`config.mk`:
```
export PLATFORM = sky130hd
export DESIGN_NAME = fbik_out
export DESIGN_NICKNAME = d
export VERILOG_FILES = /design/src/sv/fbik_pkg.sv /design/src/sv/fbik_out.sv
export SDC_FILE = /design/constraint.sdc
export NUM_CORES = 1
export LEC_CHECK = 0
export BUFFER_PORTS_ARGS = -buffer_cell sky130_fd_sc_hd__buf_2
export CELL_PAD_IN_SITES_DETAIL_PLACEMENT = 1
export CELL_PAD_IN_SITES_GLOBAL_PLACEMENT = 1
export CORE_UTILIZATION = 37
export DETAILED_ROUTE_END_ITERATION = 10
export HOLD_SLACK_MARGIN = 0.1
export PLACE_DENSITY_LB_ADDON = 0.15
export SETUP_SLACK_MARGIN = 0.02
export SYNTH_ARGS = -nofsm -noshare
export SYNTH_HDL_FRONTEND = slang
export SYNTH_SLANG_ARGS = --single-unit
```
`constraint.sdc`:
```
create_clock -name clk -period 5.5 [get_ports clk]
set_input_delay 0.825 -clock clk [delete_from_list [all_inputs] [get_ports clk]]
set_output_delay 0.825 -clock clk [all_outputs]
set_load 0.1 [all_outputs]
```
`src/sv/fbik_pkg.sv`:
```
package fbik_pkg;

  localparam int ANGLE_FRAC_BITS   = 6;
  localparam int CORDIC_ITERATIONS = 16;
  localparam int TAB_FRAC          = 24;
  localparam int ANGLE_SHIFT       = TAB_FRAC - ANGLE_FRAC_BITS;

  // square root: 30 result bits, radicand below 2^60
  localparam int SQ_STEPS = 30;
  localparam int SQ_W     = 2 * SQ_STEPS + 1;

  localparam int CW = 36;      // CORDIC x/y width
  localparam int ZW = 33;      // CORDIC angle accumulator width
  localparam int TW = ZW + 2;  // rounded angle width

  // config register indexes
  localparam logic [2:0] REG_LINK_ONE   = 3'd0;
  localparam logic [2:0] REG_LINK_TWO   = 3'd1;
  localparam logic [2:0] REG_LINK_THREE = 3'd2;
  localparam logic [2:0] REG_LINK_FOUR  = 3'd3;
  localparam logic [2:0] REG_BASE       = 3'd4;
  localparam logic [2:0] REG_SIDE       = 3'd5;

  // atan(2^-i) in degrees, 24 fraction bits
  localparam logic [31:0] ATAN_TAB [32] = '{
    32'd754974720, 32'd445687602, 32'd235489088, 32'd119537938, 32'd60000934,
    32'd30029717, 32'd15018523, 32'd7509720, 32'd3754918, 32'd1877466,
    32'd938734, 32'd469367, 32'd234684, 32'd117342, 32'd58671, 32'd29335,
    32'd14668, 32'd7334, 32'd3667, 32'd1833, 32'd917, 32'd458, 32'd229,
    32'd115, 32'd57, 32'd29, 32'd14, 32'd7, 32'd4, 32'd2, 32'd1, 32'd0
  };

  typedef logic signed [31:0]   coef_t;
  typedef logic signed [TW-1:0] theta_t;

  localparam logic signed [ZW-1:0] Z90 = ZW'(90) <<< TAB_FRAC;
  localparam theta_t ROUND_BIAS = TW'(1) <<< (ANGLE_SHIFT - 1);
  localparam theta_t DEG90      = TW'(90) <<< ANGLE_FRAC_BITS;
  localparam theta_t DEG270     = TW'(270) <<< ANGLE_FRAC_BITS;
  localparam theta_t DEG273     = TW'(273) <<< ANGLE_FRAC_BITS;
  localparam theta_t DEG_M90    = -DEG90;

  typedef struct packed {
    logic signed [15:0] target_x;
    logic signed [15:0] target_y;
  } target_t;

  typedef struct packed {
    logic               servo_channel;
    logic signed [15:0] servo_angle;
    logic               used_fallback;
    logic               last_of_run;
  } result_t;

  typedef struct packed {
    coef_t a;
    coef_t b;
    coef_t c;
  } crank_coef_t;

  typedef struct packed {
    theta_t angle;
    logic   fallback;
  } crank_res_t;

  typedef struct packed {
    logic signed [CW-1:0] x;
    logic signed [CW-1:0] y;
    logic signed [ZW-1:0] z;
    logic                 ok;
  } cordic_t;

  // divide by 32, truncating toward zero
  function automatic coef_t trunc_div32(input logic signed [39:0] v);
    logic signed [39:0] t;
    t = v + (v[39] ? 40'sd31 : 40'sd0);
    return coef_t'(t >>> 5);
  endfunction

  // q is already nonnegative; q == 0 gives +/-90 or an invalid root
  function automatic cordic_t cordic_init(input logic signed [33:0] p,
                                          input logic signed [33:0] q);
    cordic_t r;
    r.x  = CW'(q);
    r.y  = CW'(p);
    r.z  = '0;
    r.ok = 1'b1;
    if (q == 34'sd0) begin
      r.x  = '0;
      r.y  = '0;
      r.ok = (p != 34'sd0);
      if (p > 34'sd0) begin
        r.z = Z90;
      end else if (p < 34'sd0) begin
        r.z = -Z90;
      end
    end
    return r;
  endfunction

  function automatic cordic_t cordic_step(input cordic_t c, input logic [4:0] i);
    logic signed [CW-1:0] dx;
    logic signed [CW-1:0] dy;
    cordic_t r;
    r  = c;
    dx = c.y >>> i;
    dy = c.x >>> i;
    if (c.y > 0) begin
      r.x = c.x + dx;
      r.y = c.y - dy;
      r.z = c.z + ZW'(ATAN_TAB[i]);
    end else if (c.y < 0) begin
      r.x = c.x - dx;
      r.y = c.y + dy;
      r.z = c.z - ZW'(ATAN_TAB[i]);
    end
    return r;
  endfunction

endpackage

```
`src/sv/fbik_out.sv`:
```
module fbik_out import fbik_pkg::*; (
  input  logic       clk,
  input  logic       rst,
  input  logic       in_vld,
  input  crank_res_t alpha,
  input  crank_res_t beta,
  input  logic       leg_side,
  output logic       en,
  output logic       result_valid,
  input  logic       result_stall,
  output result_t    result
);

  logic    has_item;
  logic    phase;
  logic    side_r;
  result_t w0, w1;
  theta_t  am;

  always_comb begin
    if (leg_side) begin
      am = (alpha.angle < 0) ? -alpha.angle : alpha.angle;
    end else begin
      am = (alpha.angle < 0) ? (-alpha.angle - DEG90) : (DEG273 - alpha.angle);
    end
  end

  assign en = !has_item || (!result_stall && (phase || !side_r));

  always_ff @(posedge clk) begin
    if (rst) begin
      has_item <= 1'b0;
      phase    <= 1'b0;
      side_r   <= 1'b1;
    end else if (en) begin
      has_item <= in_vld;
      phase    <= 1'b0;
      side_r   <= leg_side;
    end else if (has_item && !result_stall) begin
      phase <= 1'b1;
    end
  end

  always_ff @(posedge clk) begin
    if (en) begin
      w0.servo_channel <= 1'b0;
      w0.servo_angle   <= am[15:0];
      w0.used_fallback <= alpha.fallback;
      w0.last_of_run   <= !leg_side;
      w1.servo_channel <= 1'b1;
      w1.servo_angle   <= beta.angle[15:0];
      w1.used_fallback <= beta.fallback;
      w1.last_of_run   <= 1'b1;
    end
  end

  assign result_valid = has_item;
  assign result       = phase ? w1 : w0;

endmodule

```
==> impl_metrics.py <==
metrics = {
    "global_routing": {
        "grt_use_met1_pct": 22.2,
        "gr-usage-met2_pct": 28.7,
        "grt_pass1_wl_mm": 9.53,
        "grt_usage_pct": 16.8,
        "antenna_found_initial": 0,
        "grt_max_degree": 41,
        "use_met3_pct": 2.36,
        "grt_overflow": 0,
        "grt_pass1_vias": 1910,
        "grt-busiest-layer": "met2",
    },
    "synthesis": {
        "ys_async_sr_fraction_pct": 0,
        "ys_seq_area_share_pct": 44.4,
        "synth_top_area_share_pct": 42.0,
        "syn_inst": 229,
        "synth_area_sq_um": 2500,
        "synth_commonest_cells": "35 x edfxtp_1, 20 x mux2_2, 20 x nand2_1, 14 x xnor2_1, 13 x nor2_1",
        "synth-seq-cells": 38,
        "synthFlopType": "edfxtp_1",
        "ys_types": 55,
        "ys_top_cells_by_area": "edfxtp_1 42%, mux2_2 9.0%, xnor2_1 4.9%",
        "synth_most_common_cell": "edfxtp_1",
        "synth_top_cell_by_area": "edfxtp_1",
        "syn_avg_cell_area_sq_um": 10.9,
        "synth_edf_count": 35,
        "synth_fp_nets": 308,
        "yosysWarnings": 0,
    },
    "detailed_routing": {
        "drc": 10,
        "totalWireLength_mm": 5.84,
        "ant_nets": 0,
        "vias": 1959,
        "drt_iter0_markers": 113,
        "dr.pass1.iters": 8,
        "routed_via_density": 5.47,
        "routedWlPerCell_um": 16.3,
    },
    "setup_path": {
        "end_kind": "primary output",
        "cp_max_fo": 40,
        "required_ns": 4.68,
        "crit_family": "buffers and inverters",
        "slowest_stage": "dfxtp_1",
        "crit_buf_inv": 2,
        "arrival_ns": 2.45,
        "critPathKind": "flip-flop to primary output",
        "regToRegSetupSlack_ns": 3.49,
        "startpoint_type": "flip-flop",
        "crit_chain": "nor2b_1 -> o21ai_4 -> buf_4 -> buf_2",
        "slowest_delay_ns": 0.88,
    },
    "timing": {
        "fin_crit_sh_pct": 59.5,
        "fin_crit_ns": 3.27,
        "tns_ns": 0,
        "maxSlewViolCount": 0,
        "rsz0062_at_grt": "false",
        "fmax_mhz": 306,
        "slew_headroom_pct": 43.1,
        "fin_skew_ns": 0.00762,
        "setup_viol": 0,
        "worst_pin_slew_ns": 0.853,
        "hold_viol": 0,
        "hold_ws_ns": 0.511,
    },
    "cells_and_area": {
        "final_nets": 360,
        "layout-drive-gt1-share_pct": 35.6,
        "area_delta_synth_final_pct": 16.1,
        "finalInstanceArea_sq_um": 2910,
        "antenna_cells": 0,
    },
    "floorplan": {
        "die_x_um": 84.3,
        "initial_core_util_pct": 38.8,
        "die_h_um": 84.3,
        "num_rows": 29,
        "core_sq_um": 6460,
        "boundaryPins": 98,
        "dieArea_sq_um": 7100,
    },
    "place": {
        "gp_congestion": 0.795,
        "io_buffers": 60,
        "place_area_sq_um": 2830,
        "place.detailed.hpwl_mm": 4.37,
    },
    "power_and_ir_drop": {
        "vdd_drop_max_mv": 0.0843,
        "power_density_nw_per_um2": 282,
        "leakagePower_uw": 0.00110,
    },
    "hold_path": {
        "hold_path.class": "flip-flop to flip-flop",
    },
    "clock_network": {
        "htree_levels": 2,
        "clk_pin_slew_ns": 0.07,
        "clock_latency_ns": 0.28,
        "clock_path_buffers": 2,
        "cts.sinks": 38,
        "cts_resized": 0,
        "cts-root-buf": "clkbuf_8",
        "cts_buffers": 5,
        "cts_tree": "built",
        "post_cts.repair.setup_buffers": 0,
        "cts-hold-fix-buffers": 0,
    },
    "outcome": {
        "violations": "design-rule violations",
        "status": "complete, but fails checks",
    },
    "run": {
        "drv_cap": 0,
    },
}
cell usage in the layout, fill, tap and decap left out, types with 8 or more instances in the layout:
cell and n:
a21oi_1 8, buf_2 60, edfxtp_1 35, inv_1 8, mux2_2 20, nand2_1 20, nor2_1 13, xnor2_1 14
xor2_1 8
per-stage QoR:
| step | std cells | power, uW | utilization [%] | worst slack (ns) |
|---|---|---|---|---|
| 2_1_floorplan | 229 | 602 | - | 0.858 |
| 3_3_place_gp | 351 | 654 | 43.9 | 1.98 |
| 3_5_place_dp | 351 | 658 | 43.9 | 2.00 |
| 4_1_cts | 358 | 829 | 45.0 | 2.15 |
| 5_1_grt | 358 | 854 | 45.0 | 2.01 |
| 6_report | 358 | 821 | 45.0 | 2.23 |
state kept, by name (all words and copies together), names as in the netlist:
name and flops:
side_r 1, result_valid 1, phase 1, w1 17, w0 18
layer usage:
metal  up-vias  part of all wire (%)
met1       936                    46
li1        961                     -
met3         6                   4.1
met2        56                    48
met5         -                     0
met4         0                  0.98
worst reg2reg max path, cell delays in order, from the launching register on:
cell      delay, ns
dfxtp_1        0.88
nor2b_1        0.17
o21ai_4        0.15
buf_4          0.42
nand2_1        0.10
o21ai_0        0.10
nand2b_1       0.07
cells by family (layout without fill, tap and decap cells):
family                   after synthesis  in the layout  synth area share, %
AO/OA/AOI/OAI                         48             48                 15.7
flip-flops                            38             38                 44.4
XOR/XNOR                              22             22                 7.69
buffers and inverters                 25             77                 5.00
AND/OR/NAND/NOR                       73             73                 16.9
adder cells (fa/ha/maj)                2              2                0.999
multiplexers                          21             21                 9.39
worst paths after layout:
check,cells after the start,startpoint,end
min reg2reg,2,side_r$_SDFFE_PP1P_,side_r$_SDFFE_PP1P_
max reg2reg,6,phase$_SDFFE_PP0P_,side_r$_SDFFE_PP1P_
max,4,phase$_SDFFE_PP0P_,en
min,2,side_r$_SDFFE_PP1P_,side_r$_SDFFE_PP1P_
power by group:
part,switching (uW),leakage [uW],total (uW),internal [uW]
Combinational,222,0.000679,289,67.2
Clock,84.7,0.0000383,172,87.1
Sequential,9.28,0.000379,360,351
Total,316,0.00110,821,505
layout make-up:
| cell class | instances | area, sq um |
|---|---|---|
| Tap cell | 77 | 96.3 |
| Clock buffer | 7 | 76.3 |
| Timing Repair Buffer | 62 | 315 |
| Sequential cell | 38 | 1110 |
| Multi-Input combinational cell | 166 | 1280 |
| Fill cell | 741 | 3550 |
| Inverter | 8 | 30.0 |
No activity file was read; power rests on OpenSTA's default activity.
